--- src/design/mvc_pkg.sv ---
package mvc_pkg;

	localparam int MAX_IMAGE_WIDTH = 256;
	localparam int MAX_KERNEL_SIDE = 5;
	localparam int MAX_CHANNELS = 4;
	localparam int MAX_IMAGE_HEIGHT = 4096;

	localparam int COL_W = $clog2(MAX_IMAGE_WIDTH);
	localparam int ROW_W = $clog2(MAX_IMAGE_HEIGHT);
	localparam int CH_W = $clog2(MAX_CHANNELS);
	localparam int RS_W = $clog2(MAX_KERNEL_SIDE);
	localparam int WS_DEPTH = MAX_KERNEL_SIDE * MAX_KERNEL_SIDE * MAX_CHANNELS;
	localparam int WS_AW = $clog2(WS_DEPTH);
	localparam int RB_DEPTH = MAX_KERNEL_SIDE * MAX_IMAGE_WIDTH * MAX_CHANNELS;
	localparam int RB_AW = $clog2(RB_DEPTH);
	localparam int CFG_IDX_W = 3;
	localparam int CFG_DATA_W = 13;

	localparam logic [CFG_IDX_W-1:0] REG_IMAGE_WIDTH = 3'd0;
	localparam logic [CFG_IDX_W-1:0] REG_IMAGE_HEIGHT = 3'd1;
	localparam logic [CFG_IDX_W-1:0] REG_KERNEL_WIDTH = 3'd2;
	localparam logic [CFG_IDX_W-1:0] REG_KERNEL_HEIGHT = 3'd3;
	localparam logic [CFG_IDX_W-1:0] REG_CHANNEL_DEPTH = 3'd4;

	localparam logic KIND_WEIGHT = 1'b0;
	localparam logic KIND_SAMPLE = 1'b1;

	typedef struct packed {
		logic kind;
		logic [6:0] weight_index;
		logic signed [15:0] sample_value;
	} in_word_t;

	typedef struct packed {
		logic signed [47:0] feature_value;
		logic [7:0] out_col;
		logic [11:0] out_row;
		logic frame_last;
	} out_word_t;

	typedef struct packed {
		logic [COL_W-1:0] x0;
		logic [ROW_W-1:0] y0;
		logic frame_last;
		logic [RS_W-1:0] rs0;
		logic [2:0] kw;
		logic [2:0] kh;
		logic [2:0] depth;
	} job_t;

	typedef struct packed {
		logic w_we;
		logic [WS_AW-1:0] w_addr;
		logic s_we;
		logic [RB_AW-1:0] s_addr;
		logic signed [15:0] data;
	} mem_wr_t;

	typedef struct packed {
		logic busy;
		logic out_full;
	} back_stat_t;

	function automatic logic [RB_AW-1:0] rb_addr(input logic [RS_W-1:0] rs,
			input logic [COL_W-1:0] col, input logic [CH_W-1:0] ch);
		rb_addr = RB_AW'((RB_AW'(rs) * RB_AW'(MAX_IMAGE_WIDTH) + RB_AW'(col))
			* RB_AW'(MAX_CHANNELS) + RB_AW'(ch));
	endfunction

endpackage

--- src/design/mvc_queue.sv ---
module mvc_queue (
	input logic clk,
	input logic arst_n,
	input logic push,
	input mvc_pkg::job_t push_job,
	input logic pop,
	output mvc_pkg::job_t pop_job,
	output logic empty
);

	mvc_pkg::job_t slot_q [2];
	logic rd_q;
	logic wr_q;
	logic [1:0] cnt_q;

	assign empty = (cnt_q == 2'd0);
	assign pop_job = slot_q[rd_q];

	always_ff @(posedge clk or negedge arst_n) begin
		if (!arst_n) begin
			rd_q <= 1'b0;
			wr_q <= 1'b0;
			cnt_q <= 2'd0;
		end else begin
			if (push && cnt_q != 2'd2) begin
				wr_q <= ~wr_q;
			end
			if (pop && !empty) begin
				rd_q <= ~rd_q;
			end
			if ((push && cnt_q != 2'd2) && !(pop && !empty)) begin
				cnt_q <= cnt_q + 2'd1;
			end else if (!(push && cnt_q != 2'd2) && (pop && !empty)) begin
				cnt_q <= cnt_q - 2'd1;
			end
		end
	end

	always_ff @(posedge clk) begin
		if (push && cnt_q != 2'd2) begin
			slot_q[wr_q] <= push_job;
		end
	end

endmodule

--- config.mk ---
export PLATFORM = sky130hd
export DESIGN_NAME = mvc_queue
export DESIGN_NICKNAME = d
export VERILOG_FILES = /design/src/design/mvc_pkg.sv /design/src/design/mvc_queue.sv
export SDC_FILE = /design/constraint.sdc
export NUM_CORES = 1
export LEC_CHECK = 0
export BUFFER_PORTS_ARGS = -buffer_cell sky130_fd_sc_hd__buf_2
export CAP_MARGIN = 20
export CORE_MARGIN = 10
export CORE_UTILIZATION = 46
export CTS_CLUSTER_SIZE = 20
export DETAILED_ROUTE_END_ITERATION = 10
export PLACE_DENSITY_LB_ADDON = 0.2
export SLEW_MARGIN = 20
export SYNTH_ARGS = -nofsm -noshare
export SYNTH_HDL_FRONTEND = slang
export SYNTH_SLANG_ARGS = --single-unit
--- constraint.sdc ---
create_clock -name clk -period 7.4 [get_ports clk]
set_clock_uncertainty 0.15 [all_clocks]
set_input_delay 1.48 -clock clk [delete_from_list [all_inputs] [get_ports clk]]
set_output_delay 1.48 -clock clk [all_outputs]
set_load 0.005 [all_outputs]
* Yosys cells after proc, flatten, opt, wreduce, memory -nomap -nowiden
Memories as Yosys holds them, arrays and structs flattened.
Cells that the tools add are included.
** Cells by class
- $lt $le $gt $ge :: 0
- Bitwise gates (word level) :: 2
- Shifts and indexed selects :: 0
- Add/sub/neg operators :: 2
- Divide/modulo/power cells :: 0
- Equality and inequality tests :: 1
- Reductions and logical operators :: 9
- Multipliers :: 0
- Multiplexer cells :: 4
** Operators with widths (count)
- 1-bit logical AND :: 4
- 2-bit two-way mux :: 2
- 1-bit zero test :: 3
- 2-bit by 1-bit adder with 2-bit output, second input constant :: 1
- 2-bit zero test :: 1
- 1-bit two-way mux :: 2
- 2-bit inequality test, second input constant :: 1
- 1-bit NOT :: 2
- 2-bit nonzero test :: 1
- 2-bit by 1-bit subtractor with 2-bit output, second input constant :: 1
** Storage, ports and cells
- Bits in latches :: 0
- Output and inout bits :: 34
- Input port bits :: 37
- Memory bits (read-only) :: 0
- Word-level logic and storage cells :: 22
- Memory bits (writable) :: 66
- Memories kept :: 1
- Bits in registers :: 4
** Memory list
- slot_q :: depth 2, bits a word 33, rd ports 1, clocked after memory_dff 0, wr ports 1, line mvc_queue.sv:11 : mvc_pkg::job_t slot_q [2];

* Longest topological paths before layout
- Word-level depth :: 6
- Depth in mapped cells :: 7

* Worst setup path before layout
No wires, ideal clock.
- Path type :: input-to-reg
- Start point :: input port push
- End point :: memory slot_q[1][0] in the netlist's numbering (enable)
- Stages on the path :: 2
- Setup time :: 0.423 ns
- Buffers on the path :: 0
- Arrival :: 2.955 ns
- Slack :: 3.872 ns
- Cells stage by stage :: o21ai_2 > nor2_1
** Between the ends
- Word-level cells in the longest chain between the ends :: 3
** Ends and longest elaborated chain
- start, declared :: line mvc_queue.sv:4 : input logic push,
- 1-bit logical AND :: line mvc_queue.sv:40 : if (push && cnt_q != 2'd2) begin
- 1-bit two-way mux :: line mvc_queue.sv:40
- 1-bit two-way mux (not written as such) :: line mvc_queue.sv:41 : slot_q[wr_q] <= push_job;
- end, declared :: line mvc_queue.sv:11
Every way passes these cells.

==> run_results.csv <==
group,metric,value,unit
place,dp.final_hpwl,3400,um
outcome,status,"complete, no violations",
clock_network,post_cts_buffers,0,
layout,final.fill_count,453,
grt,grt.total_usage,10.45,%
grt,grt_overflow,0,
place,globalplace.congestion,0.7593,
worst_setup_path,cp.arrival,1.91,ns
worst_setup_path,setup.worst_path.end_class,"output pin",
clock_network,cts_tree,"yes",
die,rows,27,
detailed_routing,ant_nets,0,
grt,grt_max_degree,35,
worst_hold_path,hold_class,"reg -> reg",
sta,worst_pin_slew,1.015,ns
synth,avgSynthCellArea,22.13,sq um
detailed_routing,vias,1304,
grt,grt_pass1_vias,1488,
die,core,5608,sq um
die,die_x,96.62,um
sta,setup_tns,0,ns
layout,areaGrowthSynthToFinish,22.10,%
sta,fin_ws,3.865,ns
place,dp_slack,4.181,ns
clock_network,cts_hold_buffers,0,
worst_setup_path,path_class,"reg -> out",
detailed_routing,drtIter0Drc,37,
clock_network,clk_pin_slew,0.07,ns
detailed_routing,via_per_inst,4.725,
layout,diodes,0,
sta,period_minus_slack,3.535,ns
place,io_buffers,70,
layout,fin_util,58.79,%
synth,yosys_warnings,0,
sta,slew_headroom,32.30,%
detailed_routing,first_pass_iters,4,
sta,maxSlewViolCount,0,
worst_setup_path,setup.worst_path.start_class,"flip-flop",
layout,drive_gt1_share,56.86,%
die,fp.dieH,96.62,um
detailed_routing,drc_errors,0,
layout,design_area,3297,sq um
sta,clock.fmax,282.9,MHz
synth,syn-num-nets,160,
grt,grt_pass1_wl,7610,um
synth,ys_seq_elements,70,
clock_network,cts_htree_levels,3,
sta,rsz0062_at_grt,"no",
worst_setup_path,crit_path_max_fanout,34,
die,boundaryPins,71,
worst_setup_path,worstPathRequired,5.77,ns
layout,mostFrequentLayoutCells,"70 x buf_2, 66 x edfxtp_1, 29 x mux2_4",
layout,nets,237,
flow_run,drv_cap,0,
detailed_routing,wl_per_cell,17.54,um
sta,setup_viol,0,
grt,grt_antenna_before_repair,0,
die,start_util,48.15,%
die,die_area,9334,sq um
sta,final.period_utilization,47.78,%
power_and_ir_drop,vdd_drop_max,0.0002615,V
synth,syn_area,2700,sq um
place,place_area,3115,sq um
synth,yosysSeqAreaShare,77.11,%
layout,layout_commonest_cell,"buf_2",
clock_network,clock_latency,0.33,ns
power_and_ir_drop,leakagePower,1.327,nW
synth,netlist_instances,122,
clock_network,post_cts_resize_count,0,
clock_network,cts.sinks,70,
clock_network,cts_root_buffer,"clkbuf_8",
detailed_routing,totalWireLength,4840,um
power_and_ir_drop,power_density,381.5,nW/um^2
sta,hold_viol_final,0,
clock_network,cts_buffers,9,
clock_network,clk_path_buf_depth,2,
synth,yosysUniqueCellTypes,14,
[path summary, 6_finish.rpt]
| path | startpoint | cells past startpoint | slack (ns) | end |
|---|---|---|---|---|
| worst min register to register | wr_q | 1 | 0.43 | wr_q |
| worst max register to register | cnt_q[0] | 2 | 5.47 | slot_q[1][1] |
| worst min-delay path | wr_q | 1 | 0.43 | wr_q |
| worst max-delay path | rd_q | 2 | 3.86 | pop_job[29] |
| max in group asynchronous | arst_n | 1 | 6.17 | rd_q |
| min in group asynchronous | arst_n | 1 | 0.79 | cnt_q[1] |
[report_power, final]
part	switching (mW)	internal, mW
combinational	0.140	0.213
sequential	0.0784	0.545
clock	0.128	0.153
[registers in the layout, indices dropped and copies added (netlist names)]
signal / cells
slot_q: 66
wr_q: 1
rd_q: 1
cnt_q: 2
[logic make-up after synthesis]
kind of cell | count (synthesis) | share of synthesized area [%]
adder cells (fa/ha/maj) | 1 | 0.4633
buffers and inverters | 7 | 1.946
flip-flops | 70 | 77.11
XOR/XNOR | 5 | 1.622
multiplexers | 33 | 17.79
AND/OR/NAND/NOR | 4 | 0.5559
AO/OA/AOI/OAI | 2 | 0.5096
[layout make-up]
type                            count  area [sq um]  area share, %
Clock inverter                      5         50.05          1.518
Multi-Input combinational cell     45         580.6          17.61
Timing Repair Buffer               70         350.3          10.63
Inverter                            3         11.26         0.3416
Tap cell                           72         90.09          2.732
Clock buffer                       11         131.4          3.985
Sequential cell                    70          2083          63.19
[cells in the mapped netlist]
| master | number | share of area, % |
|---|---|---|
| mux2_4 | 29 | 16 |
| ha_1 | 1 | 0.46 |
| buf_4 | 1 | 0.28 |
| buf_6 | 3 | 1.3 |
| o21ai_1 | 1 | 0.19 |
| inv_1 | 2 | 0.28 |
| edfxtp_1 | 66 | 73 |
| xnor2_1 | 4 | 1.3 |
| mux2_1 | 4 | 1.7 |
| o21ai_2 | 1 | 0.32 |
| nor2_1 | 4 | 0.56 |
| inv_2 | 1 | 0.14 |
| xor2_1 | 1 | 0.32 |
| dfrtp_1 | 4 | 3.7 |
[stage by stage]
step	total power, mW	std cells	hold slack, ns
floorplan	0.8604	122	0.3180
global placement	0.9790	260	0.3828
detailed placement	0.9985	260	0.4120
CTS	1.281	276	0.4260
global route	1.328	276	0.4629
finish	1.258	276	0.4296
[worst max-delay path, stage by stage, from the launching register on]
cell	delay, ns
dfrtp_2	1.04
mux2_1	0.40
buf_2	0.13
[routing by layer]
layer  vias to the layer above  share of wire, %  GRT usage, %
li1                        621                 -             -
met2                        46                51         17.08
met4                         0               2.5         6.426
met5                         -                 0             0
met1                       626                39         10.96
met3                        11               7.0         4.329
(Power assumes the default switching activity.)
