===== src/design/mvc_pkg.sv =====
package mvc_pkg;

	localparam int MAX_IMAGE_WIDTH = 256;
	localparam int MAX_KERNEL_SIDE = 5;
	localparam int MAX_CHANNELS = 4;
	localparam int MAX_IMAGE_HEIGHT = 4096;

	localparam int COL_W = $clog2(MAX_IMAGE_WIDTH);
	localparam int ROW_W = $clog2(MAX_IMAGE_HEIGHT);
	localparam int CH_W = $clog2(MAX_CHANNELS);
	localparam int RS_W = $clog2(MAX_KERNEL_SIDE);
	localparam int WS_DEPTH = MAX_KERNEL_SIDE * MAX_KERNEL_SIDE * MAX_CHANNELS;
	localparam int WS_AW = $clog2(WS_DEPTH);
	localparam int RB_DEPTH = MAX_KERNEL_SIDE * MAX_IMAGE_WIDTH * MAX_CHANNELS;
	localparam int RB_AW = $clog2(RB_DEPTH);
	localparam int CFG_IDX_W = 3;
	localparam int CFG_DATA_W = 13;

	localparam logic [CFG_IDX_W-1:0] REG_IMAGE_WIDTH = 3'd0;
	localparam logic [CFG_IDX_W-1:0] REG_IMAGE_HEIGHT = 3'd1;
	localparam logic [CFG_IDX_W-1:0] REG_KERNEL_WIDTH = 3'd2;
	localparam logic [CFG_IDX_W-1:0] REG_KERNEL_HEIGHT = 3'd3;
	localparam logic [CFG_IDX_W-1:0] REG_CHANNEL_DEPTH = 3'd4;

	localparam logic KIND_WEIGHT = 1'b0;
	localparam logic KIND_SAMPLE = 1'b1;

	typedef struct packed {
		logic kind;
		logic [6:0] weight_index;
		logic signed [15:0] sample_value;
	} in_word_t;

	typedef struct packed {
		logic signed [47:0] feature_value;
		logic [7:0] out_col;
		logic [11:0] out_row;
		logic frame_last;
	} out_word_t;

	typedef struct packed {
		logic [COL_W-1:0] x0;
		logic [ROW_W-1:0] y0;
		logic frame_last;
		logic [RS_W-1:0] rs0;
		logic [2:0] kw;
		logic [2:0] kh;
		logic [2:0] depth;
	} job_t;

	typedef struct packed {
		logic w_we;
		logic [WS_AW-1:0] w_addr;
		logic s_we;
		logic [RB_AW-1:0] s_addr;
		logic signed [15:0] data;
	} mem_wr_t;

	typedef struct packed {
		logic busy;
		logic out_full;
	} back_stat_t;

	function automatic logic [RB_AW-1:0] rb_addr(input logic [RS_W-1:0] rs,
			input logic [COL_W-1:0] col, input logic [CH_W-1:0] ch);
		rb_addr = RB_AW'((RB_AW'(rs) * RB_AW'(MAX_IMAGE_WIDTH) + RB_AW'(col))
			* RB_AW'(MAX_CHANNELS) + RB_AW'(ch));
	endfunction

endpackage


===== src/design/mvc_front.sv =====
module mvc_front (
	input logic clk,
	input logic arst_n,
	input logic in_valid,
	output logic in_ready,
	input mvc_pkg::in_word_t in_word,
	input logic write_en,
	input logic [mvc_pkg::CFG_IDX_W-1:0] reg_index,
	input logic [mvc_pkg::CFG_DATA_W-1:0] write_data,
	input logic back_idle,
	output logic push,
	output mvc_pkg::job_t push_job,
	output mvc_pkg::mem_wr_t mem_wr
);

	logic [8:0] img_w_q;
	logic [12:0] img_h_q;
	logic [2:0] kw_q;
	logic [2:0] kh_q;
	logic [2:0] dep_q;
	logic [mvc_pkg::COL_W-1:0] col_q;
	logic [mvc_pkg::ROW_W-1:0] row_q;
	logic [mvc_pkg::CH_W-1:0] ch_q;
	logic [mvc_pkg::RS_W-1:0] rm_q;

	logic [8:0] w;
	logic [12:0] h;
	logic [2:0] kw;
	logic [2:0] kh;
	logic [2:0] dep;
	logic [8:0] col_n;
	logic [12:0] row_n;
	logic [2:0] ch_n;
	logic [3:0] rs_t;
	logic accept;
	logic emit;

	always_comb begin
		w = (img_w_q == 9'd0) ? 9'd1 :
			(img_w_q > 9'(mvc_pkg::MAX_IMAGE_WIDTH)) ? 9'(mvc_pkg::MAX_IMAGE_WIDTH) : img_w_q;
		h = (img_h_q == 13'd0) ? 13'd1 :
			(img_h_q > 13'(mvc_pkg::MAX_IMAGE_HEIGHT)) ? 13'(mvc_pkg::MAX_IMAGE_HEIGHT) : img_h_q;
		kw = (kw_q == 3'd0) ? 3'd1 :
			(kw_q > 3'(mvc_pkg::MAX_KERNEL_SIDE)) ? 3'(mvc_pkg::MAX_KERNEL_SIDE) : kw_q;
		kh = (kh_q == 3'd0) ? 3'd1 :
			(kh_q > 3'(mvc_pkg::MAX_KERNEL_SIDE)) ? 3'(mvc_pkg::MAX_KERNEL_SIDE) : kh_q;
		dep = (dep_q == 3'd0) ? 3'd1 :
			(dep_q > 3'(mvc_pkg::MAX_CHANNELS)) ? 3'(mvc_pkg::MAX_CHANNELS) : dep_q;
		col_n = {1'b0, col_q} + 9'd1;
		row_n = {1'b0, row_q} + 13'd1;
		ch_n = {1'b0, ch_q} + 3'd1;
		rs_t = 4'(rm_q) + 4'(mvc_pkg::MAX_KERNEL_SIDE) + 4'd1 - 4'(kh);
		if (rs_t >= 4'(mvc_pkg::MAX_KERNEL_SIDE)) begin
			rs_t = rs_t - 4'(mvc_pkg::MAX_KERNEL_SIDE);
		end
	end

	assign in_ready = back_idle;
	assign accept = in_valid && in_ready;
	assign emit = (ch_n == dep) && (col_n >= 9'(kw)) && (row_n >= 13'(kh));
	assign push = accept && (in_word.kind == mvc_pkg::KIND_SAMPLE) && emit;

	always_comb begin
		push_job.x0 = mvc_pkg::COL_W'(col_n - 9'(kw));
		push_job.y0 = mvc_pkg::ROW_W'(row_n - 13'(kh));
		push_job.frame_last = (col_n == w) && (row_n == h);
		push_job.rs0 = mvc_pkg::RS_W'(rs_t);
		push_job.kw = kw;
		push_job.kh = kh;
		push_job.depth = dep;
		mem_wr.data = in_word.sample_value;
		mem_wr.w_we = accept && (in_word.kind == mvc_pkg::KIND_WEIGHT)
			&& (in_word.weight_index < 7'(mvc_pkg::WS_DEPTH));
		mem_wr.w_addr = mvc_pkg::WS_AW'(in_word.weight_index);
		mem_wr.s_we = accept && (in_word.kind == mvc_pkg::KIND_SAMPLE);
		mem_wr.s_addr = mvc_pkg::rb_addr(rm_q, col_q, ch_q);
	end

	always_ff @(posedge clk or negedge arst_n) begin
		if (!arst_n) begin
			img_w_q <= 9'd256;
			img_h_q <= 13'd256;
			kw_q <= 3'd3;
			kh_q <= 3'd3;
			dep_q <= 3'd1;
			col_q <= '0;
			row_q <= '0;
			ch_q <= '0;
			rm_q <= '0;
		end else if (write_en) begin
			case (reg_index)
				mvc_pkg::REG_IMAGE_WIDTH: img_w_q <= write_data[8:0];
				mvc_pkg::REG_IMAGE_HEIGHT: img_h_q <= write_data[12:0];
				mvc_pkg::REG_KERNEL_WIDTH: kw_q <= write_data[2:0];
				mvc_pkg::REG_KERNEL_HEIGHT: kh_q <= write_data[2:0];
				mvc_pkg::REG_CHANNEL_DEPTH: dep_q <= write_data[2:0];
				default: ;
			endcase
			if (reg_index <= mvc_pkg::REG_CHANNEL_DEPTH) begin
				col_q <= '0;
				row_q <= '0;
				ch_q <= '0;
				rm_q <= '0;
			end
		end else if (accept) begin
			if (in_word.kind == mvc_pkg::KIND_WEIGHT) begin
				col_q <= '0;
				row_q <= '0;
				ch_q <= '0;
				rm_q <= '0;
			end else if (ch_n < dep) begin
				ch_q <= mvc_pkg::CH_W'(ch_n);
			end else begin
				ch_q <= '0;
				if (col_n < w) begin
					col_q <= mvc_pkg::COL_W'(col_n);
				end else begin
					col_q <= '0;
					if (row_n < h) begin
						row_q <= mvc_pkg::ROW_W'(row_n);
						rm_q <= (rm_q == mvc_pkg::RS_W'(mvc_pkg::MAX_KERNEL_SIDE - 1))
							? '0 : rm_q + 1'b1;
					end else begin
						row_q <= '0;
						rm_q <= '0;
					end
				end
			end
		end
	end

endmodule


===== config.mk =====
export PLATFORM = sky130hd
export DESIGN_NAME = mvc_front
export DESIGN_NICKNAME = d
export VERILOG_FILES = /design/src/design/mvc_pkg.sv /design/src/design/mvc_front.sv
export SDC_FILE = /design/constraint.sdc
export NUM_CORES = 1
export LEC_CHECK = 0
export BUFFER_PORTS_ARGS = -buffer_cell sky130_fd_sc_hd__clkbuf_2
export CORE_MARGIN = 2
export CORE_UTILIZATION = 50
export CTS_CLUSTER_SIZE = 28
export DETAILED_ROUTE_END_ITERATION = 16
export HOLD_SLACK_MARGIN = 0.02
export PLACE_DENSITY = 0.77
export SYNTH_ARGS = -nofsm -noshare
export SYNTH_HDL_FRONTEND = slang
export SYNTH_SLANG_ARGS = --single-unit

===== constraint.sdc =====
create_clock -name clk -period 7.3 [get_ports clk]
set_input_delay 1.46 -clock clk [delete_from_list [all_inputs] [get_ports clk]]
set_output_delay 1.46 -clock clk [all_outputs]
set_load 0.05 [all_outputs]

Word level (Yosys, flattened, before mapping). Cells that the tools add are included.

Bits in registers: 56. Input port bits: 45.

$add $sub $neg: 12. $lt $le $gt $ge: 13. Equal/unequal tests: 11. Multiplexer cells: 37. Bitwise logic cells: 1. Reductions and logical operators: 23.

Operator list (count): $mux W12 (7); $mux W8 (6); $mux W3 (15); $mux W13 (2); $mux W9 (2); $add A12 B1 Y13 const B (1); $add A13 B2 Y13 (1); $eq A13 B13 Y1 (1); $ge A13 B3 Y1 (1); $gt A13 B13 Y1 const B (1); $logic_not A13 Y1 (1); $lt A13 B13 Y1 (1); $logic_not A3 Y1 (4); $reduce_and A2 Y1 (6); $sub A12 B3 Y12 (1); $add A11 B8 Y11 (1); $mux W2 (5); $add A8 B1 Y9 const B (1); $eq A9 B9 Y1 (1); $ge A9 B3 Y1 (1); $gt A3 B3 Y1 const B (3); $gt A9 B9 Y1 const B (1); $logic_not A9 Y1 (1); $lt A9 B9 Y1 (1); 22 further kinds (32).

Logic depth before layout (Yosys ltp).
Depth in word-level cells: 10. Gate-level depth with buffers: 13.

Worst setup path after synthesis. Ideal clock, no wire load.

Kind: reg2out. From: register kh_q[2]. To: output push_job[20] (netlist name). Arrival: 3.795 ns. Data required time: 5.840 ns. Path slack: 2.045 ns. Cell stages (with the launch flop): 12. Cell sequence: dfrtp_1 -> inv_1 -> nand2_1 -> inv_1 -> o21bai_1 -> ha_1 -> nor2b_1 -> o21ai_0 -> or3b_4 -> or2_1 -> nor3_2 -> xor2_1.

RTL lines: start, declared (line mvc_front.sv:19) `logic [2:0] kh_q;`; start signal, assigned (line mvc_front.sv:95) `mvc_pkg::REG_KERNEL_HEIGHT: kh_q <= write_data[2:0];`; end, declared (line mvc_front.sv:12) `output mvc_pkg::job_t push_job,`.

==> results summary <==
The flow ran to the end, and the final reports show no timing, DRC or antenna violations. The die outline width came out at 97.2 um. The initialized floorplan defines 33 standard-cell rows. The buffer levels on the longest clock path came out at 2. The die area is 9440 um2. The DRC violation total after the first TritonRoute iteration is 188.

The endpoint identified for the worst register-to-register timing path is rm_q[2]. The largest stage delay on the critical path is 570 ps. The share of the synthesized area in the top cell type came out at 28.2%. Routability-driven placement finished with a final weighted congestion of 0.909. The number of inserted diodes came out at 0. Counting stages on the worst path, the most repeated cell is sky130_fd_sc_hd__nor3_1.

Detailed placement finished with a half-perimeter wire length of 7870 um. The category of the worst setup path launch point is a register. The cell with the biggest individual delay on the critical path is sky130_fd_sc_hd__nor4_1. The slew at the pin closest to its max-slew limit is 975 ps. The launching point of the worst reg2reg path is col_q[0]. The vias per cell came out at 5.64. The Yosys warning count came out at 0. For the final database, setup skew stands at 8.82 ps. The vias after detailed routing came out at 3544. The kind of cell adding the most delay to the critical path is simple AND/OR/NAND/NOR gates. The number of sinks on the clock net is 56. The CTS buffer count came out at 5. The routed wire length is 9950 um. The biggest area contributor in the post-synthesis netlist is sky130_fd_sc_hd__dfrtp_1. The count of instances resized after the clock tree is built is 0. The post-CTS setup repair buffer count came out at 0. The initial core utilization is 52.3%. The number of antenna violations at the first check in global routing is 0. The layout has 730 filler cells. In this run the tightest slew margin relative to its limit is 34.7%. The number of cells on the worst reg-to-reg path came out at 11. Across the run, the number of max-cap violations was 0.

The worst setup path is captured at an output port. The number of cells in the finished layout apart from fillers is 628. The count of final max-slew check failures is 0.

At the worst endpoint, the arrival time is 3430 ps. The number of standard cells after synthesis is 472. The count of flip-flops with a built-in enable after synthesis came out at 0.

Setup violations remaining at the end of the flow were counted as 0. The mean cell area of the mapped netlist came out at 9.20 um2. The number of distinct library cells after synthesis came out at 58. Counting tap cells, the placed design contains a total of 620 instances. The critical path buffer and inverter count is 2.

The register bit count reported by yosys came out at 56. The fmax is 204 MHz. The number of global-route vias before repair came out at 3531. The number of nets still failing antenna checks after routing came out at 0. The CTS tree is yes. After routing, the total negative slack on setup checks comes to 0 ps. The post-cts hold buffer count is 0. The sequential share of the synthesized area came out at 32.5%. At the placement stage, the worst setup path has a slack of 2760 ps. The growth of design area from synthesis to finish came out at 9.60%.

By startpoint and endpoint, the worst setup path is classified as reg2out. The clock latency on the worst-skew pair is 320 ps. The floorplan step set the die height to 97.2 um. The root buffer cell chosen for the clock tree is sky130_fd_sc_hd__clkbuf_8. The tightest min-delay check is of the reg2reg type. The worst path needs 4890 ps of the cycle, external delays included. The total congestion overflow is 0.

The final total power is 1.50 mW. The boundary pin count is 118. After clock tree synthesis, the clock-pin slew on the worst setup and hold paths is 110 ps. Entering global routing, the biggest net connects 57 pins. The worst hold path endpoint is img_w_q[0]. The least setup slack across all paths after layout came out at 2410 ps. The wire length of the first global-routing pass is 17300 um. The number of port buffers is 81. The synthesized net count is 562. The maximum level of the CTS H-tree came out at 2.

In this run the worst path has a maximum fanout of 8. The predominant post-synthesis flop cell is sky130_fd_sc_hd__dfrtp_1. The required time at the worst-slack endpoint came out at 5840 ps.

For this run, design rule violations remaining after detail routing come to 0. The hold-critical path depth came out at 1. By area the synthesized netlist is led by sky130_fd_sc_hd__dfrtp_1 (28%), sky130_fd_sc_hd__ha_1 (12%), sky130_fd_sc_hd__mux2_2 (7.3%). The number of iterations in the first detailed-routing pass came out at 4. The leakage power of the design is 2.36 nW. The power per standard cell area is 316 nW/um2. The worst register-to-register path has a setup slack of 3460 ps. The core region is 8300 um2. The final layout contains 612 nets. The global router's overall resource usage is 22.0%. The share of synthesized registers carrying an async set or reset came out at 100%. Setup repair after global routing left no endpoint under its margin.

The worst hold slack came out at 521 ps. The final clock period utilization by the worst path is 67.0%. In this run the cell area of the synthesized design comes to 4340 um2. The fraction of layout cells with a size suffix above 1 came out at 26.6%. The startpoint of the worst hold path is img_w_q[0].

The signal on the critical path passes through nand4_2 > nor4_1 > xnor2_1 > inv_1 > ha_1 > nand4_1 > nor3_1 > nand2_1 > nor3_1 > clkbuf_2. The detail-routed net length per standard cell is 15.8 um. The final number of hold-violating endpoints was 0. The peak supply drop is 0.235 mV.
==> state kept, by name (all words and copies together) (netlist names) <==
name,count
rm_q,3
img_h_q,13
kw_q,3
row_q,12
kh_q,3
ch_q,2
col_q,8
dep_q,3
img_w_q,9
==> layout by cell type, fill, tap and decap left out, types with 8 or more instances in the layout <==
cell	count
sky130_fd_sc_hd__a21oi_1	13
sky130_fd_sc_hd__a22o_1	8
sky130_fd_sc_hd__clkbuf_2	81
sky130_fd_sc_hd__dfrtp_1	49
sky130_fd_sc_hd__ha_1	42
sky130_fd_sc_hd__inv_1	32
sky130_fd_sc_hd__mux2_2	28
sky130_fd_sc_hd__nand2_1	60
sky130_fd_sc_hd__nand2b_1	9
sky130_fd_sc_hd__nand3_1	18
sky130_fd_sc_hd__nor2_1	18
sky130_fd_sc_hd__nor3_1	14
sky130_fd_sc_hd__o21ai_0	21
sky130_fd_sc_hd__xnor2_1	26
sky130_fd_sc_hd__xor2_1	9
==> through the flow <==
step	area [um2]	utilization, %
global placement	4640	55.9
CTS	4760	57.3
finish	4760	57.3
global route	4760	57.3
floorplan	4340	-
detailed placement	4640	55.9
==> worst register-to-register path, stage by stage, from the launching register on <==
cell and delay, ps:
sky130_fd_sc_hd__dfrtp_1 540, sky130_fd_sc_hd__ha_1 350, sky130_fd_sc_hd__and3_1 280, sky130_fd_sc_hd__nand3_1 110, sky130_fd_sc_hd__xnor2_1 340, sky130_fd_sc_hd__ha_1 320, sky130_fd_sc_hd__nand3_1 80, sky130_fd_sc_hd__nand2_1 60
sky130_fd_sc_hd__a211o_1 340, sky130_fd_sc_hd__o21ai_2 550, sky130_fd_sc_hd__nor2_1 350, sky130_fd_sc_hd__a311o_1 430
==> final cells by class <==
class                      instances  area, um2  area share [%]
multi-input combinational        344       2560            53.9
sequential                        56       1410            29.6
timing repair buffer              82        413            8.68
tap                              105        131            2.76
inverter                          33        124            2.60
clock buffer                       5       68.8            1.45
clock inverter                     3       46.3           0.973
==> how the worst max path moves through the flow <==
stage	slack [ps]	end	from	cells after the start
final	2410	push_job[12]	row_q[2]	10
after global placement	2950	push_job[12]	row_q[2]	10
after floorplan	2040	push_job[20]	kh_q[2]	11
after CTS	2390	push_job[12]	row_q[0]	10
after detailed placement	2760	push_job[12]	row_q[2]	10
after global routing	2110	push_job[12]	row_q[2]	10
==> cells in the mapped netlist (9+ instances only) <==
master                     number
sky130_fd_sc_hd__clkbuf_1      11
sky130_fd_sc_hd__nor2_1        18
sky130_fd_sc_hd__o21ai_0       21
sky130_fd_sc_hd__a21oi_1       13
sky130_fd_sc_hd__xor2_1         9
sky130_fd_sc_hd__nand2b_1       9
sky130_fd_sc_hd__xnor2_1       26
sky130_fd_sc_hd__dfrtp_1       49
sky130_fd_sc_hd__inv_1         32
sky130_fd_sc_hd__buf_4         24
sky130_fd_sc_hd__ha_1          42
sky130_fd_sc_hd__mux2_2        28
sky130_fd_sc_hd__nand3_1       18
sky130_fd_sc_hd__nand2_1       60
sky130_fd_sc_hd__nor3_1        14
==> cell families after synthesis <==
kind of cell	count (synthesis)	share of synthesized area (%)
XOR/XNOR	36	7.44
buffers and inverters	72	8.56
multiplexers	30	7.75
AND/OR/NAND/NOR	157	18.0
flip-flops	56	32.5
AO/OA/AOI/OAI	76	12.3
adder cells (fa/ha/maj)	45	13.5
==> report_power, final <==
part | total (mW) | internal [mW] | switching, mW
combinational | 0.885 | 0.263 | 0.622
clock | 0.214 | 0.104 | 0.111
sequential | 0.402 | 0.361 | 0.0416
==> metal layers <==
metal  up-vias  routed length [um]  part of all wire, %  track usage [%]
li1       1724                   -                    -                -
met1      1711                4430                   45             30.1
met2        90                4860                   49             36.0
met3        19                 482                  4.8             3.31
met4         0                 172                  1.7             6.72
met5         -                   0                    0                0
No activity file was read; power rests on OpenSTA's default activity.
